**config.mk**
```make
export PLATFORM = sky130hd
export DESIGN_NAME = sbus_frame_decoder_core
export DESIGN_NICKNAME = d
export VERILOG_FILES = /design/src/hw/rtl/sbus_fd_pkg.sv /design/src/hw/rtl/sbus_fd_front.sv /design/src/hw/rtl/sbus_fd_queue.sv /design/src/hw/rtl/sbus_fd_back.sv /design/src/hw/rtl/sbus_frame_decoder_core.sv
export VERILOG_INCLUDE_DIRS = /design/src /design/src/hw/rtl
export SDC_FILE = /design/constraint.sdc
export NUM_CORES = 1
export LEC_CHECK = 0
export ABC_AREA = 0
export ABC_CLOCK_PERIOD_IN_PS = 18700
export BUFFER_PORTS_ARGS = -buffer_cell sky130_fd_sc_hd__buf_2
export CAP_MARGIN = 20
export CORE_ASPECT_RATIO = 1.2
export CORE_MARGIN = 2
export CORE_UTILIZATION = 40
export DETAILED_ROUTE_END_ITERATION = 8
export HOLD_SLACK_MARGIN = 0.02
export PLACE_DENSITY = 0.59
export SLEW_MARGIN = 5
export SYNTH_ARGS = -nofsm -noshare
export SYNTH_HDL_FRONTEND = slang
export SYNTH_SLANG_ARGS = --single-unit
```
**constraint.sdc**
```tcl
create_clock -name clk -period 18.7 [get_ports clk]
set_input_delay 3.74 -clock clk [delete_from_list [all_inputs] [get_ports clk]]
set_output_delay 3.74 -clock clk [all_outputs]
set_load 0.005 [all_outputs]
```
**src/hw/rtl/sbus_frame_decoder_core_macros.svh**
```systemverilog
// Assertion macros used by the SBUS frame decoder top level.
`ifndef SBUS_FRAME_DECODER_CORE_MACROS_SVH
`define SBUS_FRAME_DECODER_CORE_MACROS_SVH

// Check a condition at every rising clock edge outside reset.
`define SBUS_FD_ASSERT(name, cond, msg) \
	name: assert property (@(posedge clk) disable iff (!arst_n) (cond)) else $error(msg);

// Check that a condition implies another in the same cycle.
`define SBUS_FD_ASSERT_IMP(name, trig, cond, msg) \
	name: assert property (@(posedge clk) disable iff (!arst_n) (trig) |-> (cond)) \
		else $error(msg);

`endif

```
**src/hw/rtl/sbus_fd_pkg.sv**
```systemverilog
// Types and constants of the SBUS frame decoder.
package sbus_fd_pkg;

	localparam int unsigned FRAME_LEN = 25;
	localparam logic [4:0] FRAME_LAST = 5'd24;
	localparam logic [7:0] FRAME_HEAD = 8'h0f;
	localparam int unsigned CHANNELS = 16;
	localparam int unsigned CHAN_W = 11;
	localparam int unsigned PAYLOAD_BYTES = 23;
	localparam int unsigned PAYLOAD_W = 8 * PAYLOAD_BYTES;

	localparam logic [15:0] GAP_THRESHOLD_RESET = 16'd2000;
	localparam logic [7:0] DECODE_EVERY_RESET = 8'd20;

	typedef enum logic [0:0] {
		REG_GAP_THRESHOLD = 1'b0,
		REG_DECODE_EVERY  = 1'b1
	} reg_index_t;

	typedef struct packed {
		logic [7:0]  rx_byte;
		logic [15:0] gap_us;
	} rx_word_t;

	typedef struct packed {
		logic [3:0]  channel_index;
		logic [10:0] channel_value;
		logic [7:0]  flag_byte;
		logic [31:0] frame_count;
		logic        last;
	} res_word_t;

	// Bytes 1..23 of a frame, byte 1 in the low bits, and its frame count.
	typedef struct packed {
		logic [31:0]          frame_count;
		logic [PAYLOAD_W-1:0] payload;
	} frame_t;

	typedef struct packed {
		logic full;
		logic empty;
	} q_stat_t;

endpackage

```
**src/hw/rtl/sbus_fd_front.sv**
```systemverilog
// Front end: frame assembly, validity check and decimation.
module sbus_fd_front
	import sbus_fd_pkg::*;
(
	input  logic        clk,
	input  logic        arst_n,
	input  logic        rx_valid,
	output logic        rx_ready,
	input  rx_word_t    rx_word,
	input  logic [15:0] gap_threshold,
	input  logic [7:0]  decode_every,
	input  q_stat_t     q_stat,
	output logic        push,
	output frame_t      push_frame
);

	logic [4:0]  pos_q;
	logic [7:0]  store_q [FRAME_LEN];
	logic [31:0] frames_q;
	logic [7:0]  dec_q;

	logic        accept;
	logic [4:0]  pos_n;
	logic        in_frame;
	logic [7:0]  head;
	logic        frame_end;
	logic [7:0]  dec_n;
	logic        hit;

	assign rx_ready = !q_stat.full;
	assign accept   = rx_valid && rx_ready;

	always_comb begin
		pos_n = pos_q + 5'd1;
		if (rx_word.gap_us > gap_threshold) begin
			pos_n = 5'd0;
		end
	end

	assign in_frame  = pos_n < 5'(FRAME_LEN);
	assign head      = (pos_n == 5'd0) ? rx_word.rx_byte : store_q[0];
	assign frame_end = accept && (pos_n == FRAME_LAST) && (head == FRAME_HEAD);
	assign dec_n     = dec_q + 8'd1;
	assign hit       = dec_n >= decode_every;
	assign push      = frame_end && hit;

	always_comb begin
		for (int i = 0; i < PAYLOAD_BYTES; i++) begin
			push_frame.payload[8*i +: 8] = store_q[i+1];
		end
		push_frame.frame_count = frames_q + 32'd1;
	end

	always_ff @(posedge clk or negedge arst_n) begin
		if (!arst_n) begin
			pos_q    <= '0;
			frames_q <= '0;
			dec_q    <= '0;
			for (int i = 0; i < FRAME_LEN; i++) begin
				store_q[i] <= '0;
			end
		end else if (accept) begin
			// drop the byte and restart when the frame has overrun
			pos_q <= in_frame ? pos_n : 5'd0;
			for (int i = 0; i < FRAME_LEN; i++) begin
				if (in_frame && pos_n == 5'(i)) begin
					store_q[i] <= rx_word.rx_byte;
				end
			end
			if (frame_end) begin
				frames_q <= frames_q + 32'd1;
				dec_q    <= hit ? 8'd0 : dec_n;
			end
		end
	end

endmodule

```
**src/hw/rtl/sbus_fd_queue.sv**
```systemverilog
// Frame queue between the front end and the channel unpacker.
module sbus_fd_queue
	import sbus_fd_pkg::*;
#(
	parameter int unsigned DEPTH = 2
) (
	input  logic    clk,
	input  logic    arst_n,
	input  logic    push,
	input  frame_t  push_frame,
	input  logic    pop,
	output frame_t  head,
	output q_stat_t q_stat
);

	localparam int unsigned AW = (DEPTH > 1) ? $clog2(DEPTH) : 1;
	localparam int unsigned CW = $clog2(DEPTH + 1);

	frame_t        entry_q [DEPTH];
	logic [AW-1:0] wr_q;
	logic [AW-1:0] rd_q;
	logic [CW-1:0] count_q;

	function automatic logic [AW-1:0] bump(input logic [AW-1:0] p);
		return (p == AW'(DEPTH - 1)) ? '0 : p + AW'(1);
	endfunction

	assign head         = entry_q[rd_q];
	assign q_stat.full  = count_q == CW'(DEPTH);
	assign q_stat.empty = count_q == '0;

	always_ff @(posedge clk) begin
		if (push) begin
			entry_q[wr_q] <= push_frame;
		end
	end

	always_ff @(posedge clk or negedge arst_n) begin
		if (!arst_n) begin
			wr_q    <= '0;
			rd_q    <= '0;
			count_q <= '0;
		end else begin
			if (push) begin
				wr_q <= bump(wr_q);
			end
			if (pop) begin
				rd_q <= bump(rd_q);
			end
			if (push && !pop) begin
				count_q <= count_q + CW'(1);
			end else if (pop && !push) begin
				count_q <= count_q - CW'(1);
			end
		end
	end

endmodule

```
**src/hw/rtl/sbus_fd_back.sv**
```systemverilog
// Back end: unpack one channel per cycle into the result register, while a frame waits and res_ready allows.
module sbus_fd_back
	import sbus_fd_pkg::*;
(
	input  logic      clk,
	input  logic      arst_n,
	input  frame_t    head,
	input  q_stat_t   q_stat,
	output logic      pop,
	output logic      res_valid,
	input  logic      res_ready,
	output res_word_t res_word
);

	logic [3:0] ch_q;
	logic       valid_q;
	res_word_t  word_q;
	logic       load;

	assign load      = !q_stat.empty && (!valid_q || res_ready);
	assign pop       = load && (ch_q == 4'(CHANNELS - 1));
	assign res_valid = valid_q;
	assign res_word  = word_q;

	always_ff @(posedge clk) begin
		if (load) begin
			word_q.channel_index <= ch_q;
			word_q.channel_value <= head.payload[CHAN_W * ch_q +: CHAN_W];
			word_q.flag_byte     <= head.payload[PAYLOAD_W-8 +: 8];
			word_q.frame_count   <= head.frame_count;
			word_q.last          <= ch_q == 4'(CHANNELS - 1);
		end
	end

	always_ff @(posedge clk or negedge arst_n) begin
		if (!arst_n) begin
			ch_q    <= '0;
			valid_q <= 1'b0;
		end else begin
			if (load) begin
				ch_q    <= ch_q + 4'd1;
				valid_q <= 1'b1;
			end else if (res_ready) begin
				valid_q <= 1'b0;
			end
		end
	end

endmodule

```
**src/hw/rtl/sbus_frame_decoder_core.sv**
```systemverilog
// SBUS frame decoder top level: register port, front end, frame queue, unpacker.
// Path: a frame-closing byte is written into the frame queue, and the unpacker loads channel 0 into res_word.
// Throughput: one byte per cycle; a decoded frame streams 16 words, one per cycle while res_ready is
// high, paced by the single channel unpacker; bytes stall only while QUEUE_DEPTH frames wait.
// Reset: arst_n clears position, frame store, counters and queue at once;
// gap_threshold returns to 2000 and decode_every to 20.
`include "sbus_frame_decoder_core_macros.svh"

module sbus_frame_decoder_core
	import sbus_fd_pkg::*;
#(
	parameter int unsigned QUEUE_DEPTH = 2
) (
	input  logic        clk,
	input  logic        arst_n,
	input  logic        psel,
	input  logic        penable,
	input  logic        pwrite,
	input  logic [2:0]  paddr,
	input  logic [31:0] pwdata,
	output logic [31:0] prdata,
	output logic        pready,
	input  logic        rx_valid,
	output logic        rx_ready,
	input  rx_word_t    rx_word,
	output logic        res_valid,
	input  logic        res_ready,
	output res_word_t   res_word
);

	logic [15:0] gap_threshold_q;
	logic [7:0]  decode_every_q;
	reg_index_t  reg_sel;
	logic        cfg_write;

	logic    push;
	logic    pop;
	frame_t  push_frame;
	frame_t  head;
	q_stat_t q_stat;

	assign pready    = 1'b1;
	assign reg_sel   = reg_index_t'(paddr[2]);
	assign cfg_write = psel && penable && pwrite && pready;

	always_ff @(posedge clk or negedge arst_n) begin
		if (!arst_n) begin
			gap_threshold_q <= GAP_THRESHOLD_RESET;
			decode_every_q  <= DECODE_EVERY_RESET;
		end else if (cfg_write) begin
			case (reg_sel)
				REG_GAP_THRESHOLD: gap_threshold_q <= pwdata[15:0];
				REG_DECODE_EVERY:  decode_every_q  <= pwdata[7:0];
				default: ;
			endcase
		end
	end

	always_comb begin
		case (reg_sel)
			REG_GAP_THRESHOLD: prdata = {16'd0, gap_threshold_q};
			REG_DECODE_EVERY:  prdata = {24'd0, decode_every_q};
			default:           prdata = '0;
		endcase
	end

	sbus_fd_front u_front (
		.clk           (clk),
		.arst_n        (arst_n),
		.rx_valid      (rx_valid),
		.rx_ready      (rx_ready),
		.rx_word       (rx_word),
		.gap_threshold (gap_threshold_q),
		.decode_every  (decode_every_q),
		.q_stat        (q_stat),
		.push          (push),
		.push_frame    (push_frame)
	);

	sbus_fd_queue #(
		.DEPTH (QUEUE_DEPTH)
	) u_queue (
		.clk        (clk),
		.arst_n     (arst_n),
		.push       (push),
		.push_frame (push_frame),
		.pop        (pop),
		.head       (head),
		.q_stat     (q_stat)
	);

	sbus_fd_back u_back (
		.clk       (clk),
		.arst_n    (arst_n),
		.head      (head),
		.q_stat    (q_stat),
		.pop       (pop),
		.res_valid (res_valid),
		.res_ready (res_ready),
		.res_word  (res_word)
	);

	`SBUS_FD_ASSERT(a_no_push_when_full, !(push && q_stat.full && !pop),
		"frame pushed into full queue")
	`SBUS_FD_ASSERT_IMP(a_pop_not_empty, pop, !q_stat.empty,
		"frame popped from empty queue")
	`SBUS_FD_ASSERT_IMP(a_last_is_ch15, res_valid && res_word.last,
		res_word.channel_index == 4'hf, "last flag off the final channel")

endmodule

```
==> results of run 1 <==
==> per-layer routing <==
layer / vias to the layer above / routed length, um / track usage (%)
met5: - / 16 / 0
met4: 2 / 1530 / 5.20
li1: 6738 / - / -
met2: 408 / 33800 / 29.9
met3: 92 / 3650 / 3.54
met1: 8102 / 27900 / 22.6
==> final cells by class <==
type | count | share of cell area [%]
flip-flops and latches | 758 | 62.2
multi-input cells | 802 | 23.6
clock buffers | 103 | 6.26
well taps | 1008 | 3.66
repair buffers | 151 | 2.57
clock inverters | 44 | 1.39
inverters | 35 | 0.381
==> Yosys cell counts (all sizes together) (31+ instances only) <==
cell / n / area (um2)
edfxtp: 488 / 14700
buf: 53 / 330
nand3: 37 / 185
xnor2: 44 / 385
nand2: 49 / 189
o21ai: 92 / 460
clkbuf: 54 / 203
nor3: 31 / 255
mux4: 110 / 2480
inv: 35 / 131
dfrtp: 262 / 6560
mux2: 222 / 2500
xor2: 37 / 324
==> state kept, by name, indices dropped and copies added, names as in the netlist, 2 cells and up <==
register	count
u_front.frames_q	32
u_back.res_word	56
u_front.store_q	8
decode_every_q	8
u_front.push_frame	184
u_front.dec_q	8
u_front.pos_q	5
u_queue.entry_q	432
gap_threshold_q	16
u_back.ch_q	4
u_queue.count_q	2
==> power breakdown <==
group | internal [uW] | leakage (uW) | switching, uW | total (uW)
sequential | 1890 | 0.00769 | 58.7 | 1940
clock | 923 | 0.00128 | 668 | 1590
combinational | 88.2 | 0.00352 | 150 | 238
==> logic make-up after synthesis <==
| logic type | synth area share [%] |
|---|---|
| fa+ha+maj | 1.20 |
| simple gates | 3.84 |
| other cells | 0.0249 |
| compound gates | 2.73 |
| flops | 71.1 |
| xor+xnor | 2.36 |
| mux | 16.5 |
| buf+inv | 2.21 |
==> worst max-delay path, stage by stage <==
cell and delay [ns]:
buf_2 0.40, mux2_2 0.38, buf_2 0.13
==> path summary, 6_finish.rpt <==
check	start	endpoint	slack (ns)	cells past startpoint
worst max-delay path	paddr[2]	prdata[0]	10.31	3
worst min-delay path	u_front.push_frame[4]	u_queue.entry_q[0][4]	0.45	0
worst max register to register	gap_threshold_q[15]	u_queue.entry_q[1][97]	13.76	10
worst min register to register	u_front.push_frame[4]	u_queue.entry_q[0][4]	0.45	0
max in group asynchronous	arst_n	u_back.ch_q[0]	13.26	3
min in group asynchronous	arst_n	gap_threshold_q[14]	3.07	1
==> metrics by stage <==
step | hold slack [ns] | utilization, % | worst slack, ns | cells
finish | 0.448 | 46.1 | 10.31 | 2901
global route | 0.458 | 46.1 | 10.24 | 2901
CTS | 0.448 | 46.1 | 10.29 | 2899
detailed placement | 0.452 | 42.6 | 10.12 | 2752
global placement | 0.442 | 42.5 | 10.17 | 2751
floorplan | 0.423 | - | 4.30 | 1702
==> flow_summary.ini, run 1 <==
[outcome]
status = finished clean

[drt]
drc = 0
vias = 15300
ant_nets = 0
drt_iter0_markers = 1109
viasPerCell = 5.29
routed_wl_um = 66900
avgRoutedWirePerCell_um = 23.1
dr.pass1.iters = 7

[power_and_ir_drop]
ir_drop_v = 0.0000623
p_leak_uw = 0.0125
power_density_nw_per_um2 = 109
p_total_uw = 3770

[layout]
nFillCells = 6396
multi_input_area_um2 = 8130
seqCellArea_um2 = 21400
final_common_cell = edfxtp_1
area_delta_synth_final_pct = 14.5
diodes = 0
nNetsFinal = 1922
drive_above_1_share_pct = 34.1
stdcell_area_um2 = 34500
final_cell_mix = edfxtp_1, dfrtp_1, mux2_2, buf_2, mux4_2

[timing]
setup_viol = 0
fmax_mhz = 119
worst_slew_pin_slew_ns = 1.10
tns_ns = 0
rsz0062_at_grt = no
slew_headroom_pct = 26.4
fin_crit_sh_pct = 44.9
fin_crit_ns = 8.39
clock_skew_ns = 0.0238
hold_viol_final = 0
slew_violations = 0

[die]
core-area_um2 = 74700
die_area_um2 = 77500
die_h_um = 305
ios = 157
die_width_um = 255
start_util_pct = 40.3
row_count = 110

[critical_path]
cp-start-kind = input pin
worstPathArrival_ns = 4.65
endpoint_kind = primary output
worstSetupPathType = in -> out
critPathMaxFanout = 25
cp.required_ns = 14.96

[synth]
synth-edff-count = 488
syn_avg_cell_area_um2 = 17.9
synthArstFlopShare_pct = 35.6
synth_ff_type = edfxtp_1
synth_area_um2 = 30100
ys_seq_elements = 758
netlist_instances = 1687
yosysSeqAreaShare_pct = 71.1
synthDistinctLibCells = 57
ys_warn_count = 0

[clock_network]
cts-htree-levels = 3
ctsLongestPathBuffers = 3
cts_setup_buffers = 0
cts_resized = 0
clk_latency_ns = 0.63
path_clk_slew_ns = 0.07
cts_root_buf = clkbuf_16
holdBufCountCts = 0
cts_tree = done
cts.sink_count = 758
numCtsBuffers = 79

[place]
io_buffers = 121
routabilityCongestion = 0.742
dp_hpwl_um = 38200
dpl-instance-area_um2 = 31800

[grt]
grt_max_degree = 165
antenna_found_initial = 3
track_usage_pct = 17.6
grt-ovfl-total = 0
grt_pass1_vias = 16200
grt_first_pass_wirelength_um = 101000

[flow_run]
drv_cap = 0

[worst_hold_path]
hp-class = reg -> reg
Power figures use the tool's default switching activity.
==> inputs of run 2 (changes only) <==
ABC_CLOCK_PERIOD_IN_PS = 7700   (was 18700)
clock period = 7.7 ns   (was 18.7 ns; I/O delays follow)
==> flow_summary.ini, run 2 (synthesis gave the netlist of run 1 again) <==
[outcome]
status = finished clean

[die]
start_util_pct = 40.3
die_area_um2 = 77500
ios = 157
die_width_um = 255
die_h_um = 305
core-area_um2 = 74700
row_count = 110

[grt]
use_met2_pct = 29.1
busiest_layer = met2
grt-ovfl-total = 0
antenna_found_initial = 2
grt_max_degree = 139
grt_pass1_vias = 16200
grtUsageMet1_pct = 22.8
grt_first_pass_wirelength_um = 100000
grt.met3_usage_pct = 3.29
track_usage_pct = 17.5

[worst_hold_path]
whs_path_depth = 0
min_from = u_front.push_frame[21]
hp-class = reg -> reg
hold_end = u_queue.entry_q[0][21]

[layout]
post-route-util_pct = 46.3
drive_above_1_share_pct = 34.1
final_cell_mix = edfxtp_1, dfrtp_1, mux2_2, buf_2, mux4_2
nNetsFinal = 1918
area_delta_synth_final_pct = 14.8
top_register = u_queue.entry_q
diodes = 0
largest_reg_flops = 432
final_common_cell = edfxtp_1
nFillCells = 6363
finalNonFillerCells = 2896

[critical_path]
cp.required_ns = 7.95
endpoint_kind = register
r2r_end = u_queue.entry_q[0][6]
r2r_cells = 8
critPathMaxFanout = 44
reg2reg_from = u_front.pos_q[0]
cp-start-kind = input pin
worstSetupPathType = in -> reg
worstPathArrival_ns = 5.11
r2r_slack_ns = 3.04

[timing]
tns_ns = 0
setup_viol = 0
fmax_mhz = 206
clock_skew_ns = 0.0292
slew_headroom_pct = 32.4
hold_viol_final = 0
rsz0062_at_grt = no
fin_crit_sh_pct = 63.2
fin_crit_ns = 4.87
slew_violations = 0
worst_slew_pin_slew_ns = 1.01

[drt]
routed_wl_um = 66200
ant_nets = 0
avgRoutedWirePerCell_um = 22.9
dr.pass1.iters = 5
drt_iter0_markers = 1059
drc = 0
vias = 15300
viasPerCell = 5.27

[clock_network]
cts_tree = done
numCtsBuffers = 78
cts-htree-levels = 3
ctsLongestPathBuffers = 3
cts_resized = 0
clk_latency_ns = 0.64
cts.sink_count = 758
cts_setup_buffers = 0
path_clk_slew_ns = 0.06
holdBufCountCts = 0
cts_root_buf = clkbuf_16

[place]
dp_hpwl_um = 38000
routabilityCongestion = 0.784
io_buffers = 121
numPlacedInstances = 2751

[power_and_ir_drop]
ir_drop_v = 0.000153
power_density_nw_per_um2 = 266
p_leak_uw = 0.0125

[flow_run]
drv_cap = 0
## run 2: cell types whose count changed in the layout (fill, tap and decap cells not counted), sizes merged
cell / before / now
clkbuf: 103 / 104
bufinv: 7 / 9
clkinv: 25 / 24
inv: 41 / 38
buf: 151 / 148
clkinvlp: 6 / 5
## run 2: final cells by class
| cell class | count | area [um2] | area share [%] |
|---|---|---|---|
| Sequential cell | 758 | 21400 | 62.0 |
| Multi-Input combinational cell | 802 | 8200 | 23.7 |
| Clock buffer | 104 | 2160 | 6.25 |
| Tap cell | 1008 | 1260 | 3.65 |
| Timing Repair Buffer | 148 | 893 | 2.58 |
| Clock inverter | 41 | 514 | 1.49 |
| Inverter | 35 | 131 | 0.380 |
## run 2: per-layer routing
layer	routed length, um	part of all wire (%)	vias to the layer above
met5	27	0.041	-
met4	1940	2.9	4
met3	3350	5.1	109
met2	32900	50	388
met1	28000	42	8049
li1	-	-	6722
## run 2: worst max path at each step
stage,to,from,slack (ns)
2_1_floorplan,u_queue.entry_q[0][0],rx_word[14],-0.82
3_3_place_gp,u_queue.entry_q[0][164],rx_word[14],2.14
3_5_place_dp,u_queue.entry_q[0][159],rx_word[12],2.12
4_1_cts,u_queue.entry_q[0][159],rx_word[15],2.79
5_1_grt,u_queue.entry_q[0][6],rx_word[15],2.56
6_report,u_queue.entry_q[0][6],rx_word[15],2.83
## run 2: power by group
group | internal, uW | switching [uW]
sequential | 4580 | 140
combinational | 217 | 375
clock | 2300 | 1590
total | 7100 | 2110
## run 2: stage by stage
step | setup WS, ns | hold WS, ns | area (um2) | power, uW
final | 2.83 | 0.462 | 34600 | 9200
after global routing | 2.56 | 0.473 | 34600 | 9540
after detailed placement | 2.12 | 0.447 | 31900 | 5400
after floorplan | -0.823 | 0.423 | 30300 | 5150
after CTS | 2.79 | 0.450 | 34600 | 9300
after global placement | 2.14 | 0.441 | 31900 | 5360
## run 2: critical path: stages
cell and delay (ns):
buf_2 0.12, ha_4 0.27, nand4_1 0.15, nor4_1 0.45
nand4_1 0.28, o31ai_4 0.12, buf_4 0.36, nand2_2 0.23
nor3_4 0.87, buf_4 0.65
==> inputs of run 3 (changes only) <==
ABC_CLOCK_PERIOD_IN_PS = 4900   (was 7700)
PLACE_DENSITY = 0.57   (was 0.59)
clock period = 4.9 ns   (was 7.7 ns; I/O delays follow)
==> flow_summary.ini, run 3 (synthesis gave the netlist of run 1 again) <==
[outcome]
status = finished clean

[timing]
slew_violations = 0
setup_viol = 0
clock_skew_ns = 0.0203
slew_headroom_pct = 31.9
fin_crit_ns = 3.87
worst_slew_pin_slew_ns = 1.02
fin_crit_sh_pct = 79.0
fmax_mhz = 258
rsz0062_at_grt = no
hold_viol_final = 0
holdWs_ns = 0.312
setup_ws_ns = 1.03

[flow_run]
drv_cap = 0

[place]
routabilityCongestion = 0.749
dp_hpwl_um = 40500
numPlacedInstances = 2774
post-place-ws_ns = 0.341
io_buffers = 121

[clock_network]
numCtsBuffers = 77
cts_setup_buffers = 0
cts_root_buf = clkbuf_16
cts.sink_count = 758
ctsLongestPathBuffers = 3
cts_resized = 0
clk_latency_ns = 0.63
cts_tree = done
path_clk_slew_ns = 0.06
holdBufCountCts = 0
cts-htree-levels = 3

[drt]
drc = 0
avgRoutedWirePerCell_um = 23.2
vias = 15400
viasPerCell = 5.27
routed_wl_um = 67800
dr.pass1.iters = 5
wl_met2_um = 34200
highest_layer = met4
drt_iter0_markers = 1006
ant_nets = 0
met1_length_um = 28100
wl_met3_um = 3760

[layout]
seqCellArea_um2 = 21400
diodes = 0
post-route-util_pct = 46.4
largest_reg_flops = 432
area_delta_synth_final_pct = 15.2
final_common_cell = edfxtp_1
nFillCells = 6387
nNetsFinal = 1940
finalNonFillerCells = 2917
multi_input_area_um2 = 8200
top_register = u_queue.entry_q
final_cell_mix = edfxtp_1, dfrtp_1, mux2_2, buf_2, mux4_2
drive_above_1_share_pct = 34.5

[grt]
grt_pass1_vias = 16400
grt-ovfl-total = 0
track_usage_pct = 18.0
antenna_found_initial = 3
grt_first_pass_wirelength_um = 103000
grt_max_degree = 80

[critical_path]
critPathMaxFanout = 54
reg2reg_from = gap_threshold_q[15]
cp-start-kind = input pin
worstSetupPathType = in -> reg
endpoint_kind = register
cp.required_ns = 5.18
cp-startpoint = rx_word[12]
worstPathArrival_ns = 4.15

[die]
row_count = 110
ios = 157
die_h_um = 305
die_width_um = 255
die_area_um2 = 77500
core-area_um2 = 74700
start_util_pct = 40.3

[power_and_ir_drop]
ir_drop_v = 0.000266
power_density_nw_per_um2 = 408
p_leak_uw = 0.0126

[worst_hold_path]
hp-class = in -> async
## run 3: changes by cell type in the layout (fill, tap and decap cells not counted), sizes merged
cell	delta
bufinv	-5
inv	-1
clkinv	-2
buf	+23
clkbuf	+6
## run 3: area by class of cell
| cell class | count | area share [%] |
|---|---|---|
| Clock buffer | 110 | 6.24 |
| Timing Repair Buffer | 171 | 3.33 |
| Inverter | 35 | 0.379 |
| Sequential cell | 758 | 61.8 |
| Clock inverter | 33 | 1.02 |
| Tap cell | 1008 | 3.64 |
| Multi-Input combinational cell | 802 | 23.6 |
## run 3: routing by layer
metal	track usage [%]	vias to the layer above
met5	0	-
met4	5.87	0
met3	3.51	100
met2	30.2	429
met1	23.6	8080
li1	-	6758
## run 3: worst paths after layout
check / endpoint / slack [ns] / depth (start not counted)
worst max-delay path: u_queue.entry_q[1][29] / 1.03 / 9
min in group clk: u_queue.entry_q[0][138] / 0.46 / 0
max in group asynchronous: u_front.push_frame[75] / 3.42 / 2
worst max register to register: u_queue.entry_q[1][29] / 1.05 / 9
worst min-delay path: u_front.frames_q[18] / 0.31 / 1
worst min register to register: u_queue.entry_q[0][138] / 0.46 / 0
## run 3: power breakdown
group / switching (uW) / internal [uW]
sequential: 229 / 7200
combinational: 586 / 350
clock: 2460 / 3320
## run 3: critical path: stages
cell	delay, ns
buf_2	0.12
ha_4	0.26
nand4_1	0.23
nor4_1	0.68
nand4_1	0.37
o31a_2	0.23
nor3_1	0.39
and2_4	0.47
buf_12	0.33
## run 3: per-stage QoR
stage / total power, uW / instance area, um2 / setup TNS, ns
final: 14100 / 34700 / 0
after global placement: 8440 / 32200 / 0
after floorplan: 8090 / 30300 / -661.55
after CTS: 14300 / 34700 / 0
after detailed placement: 8490 / 32200 / 0
after global routing: 14700 / 34700 / 0
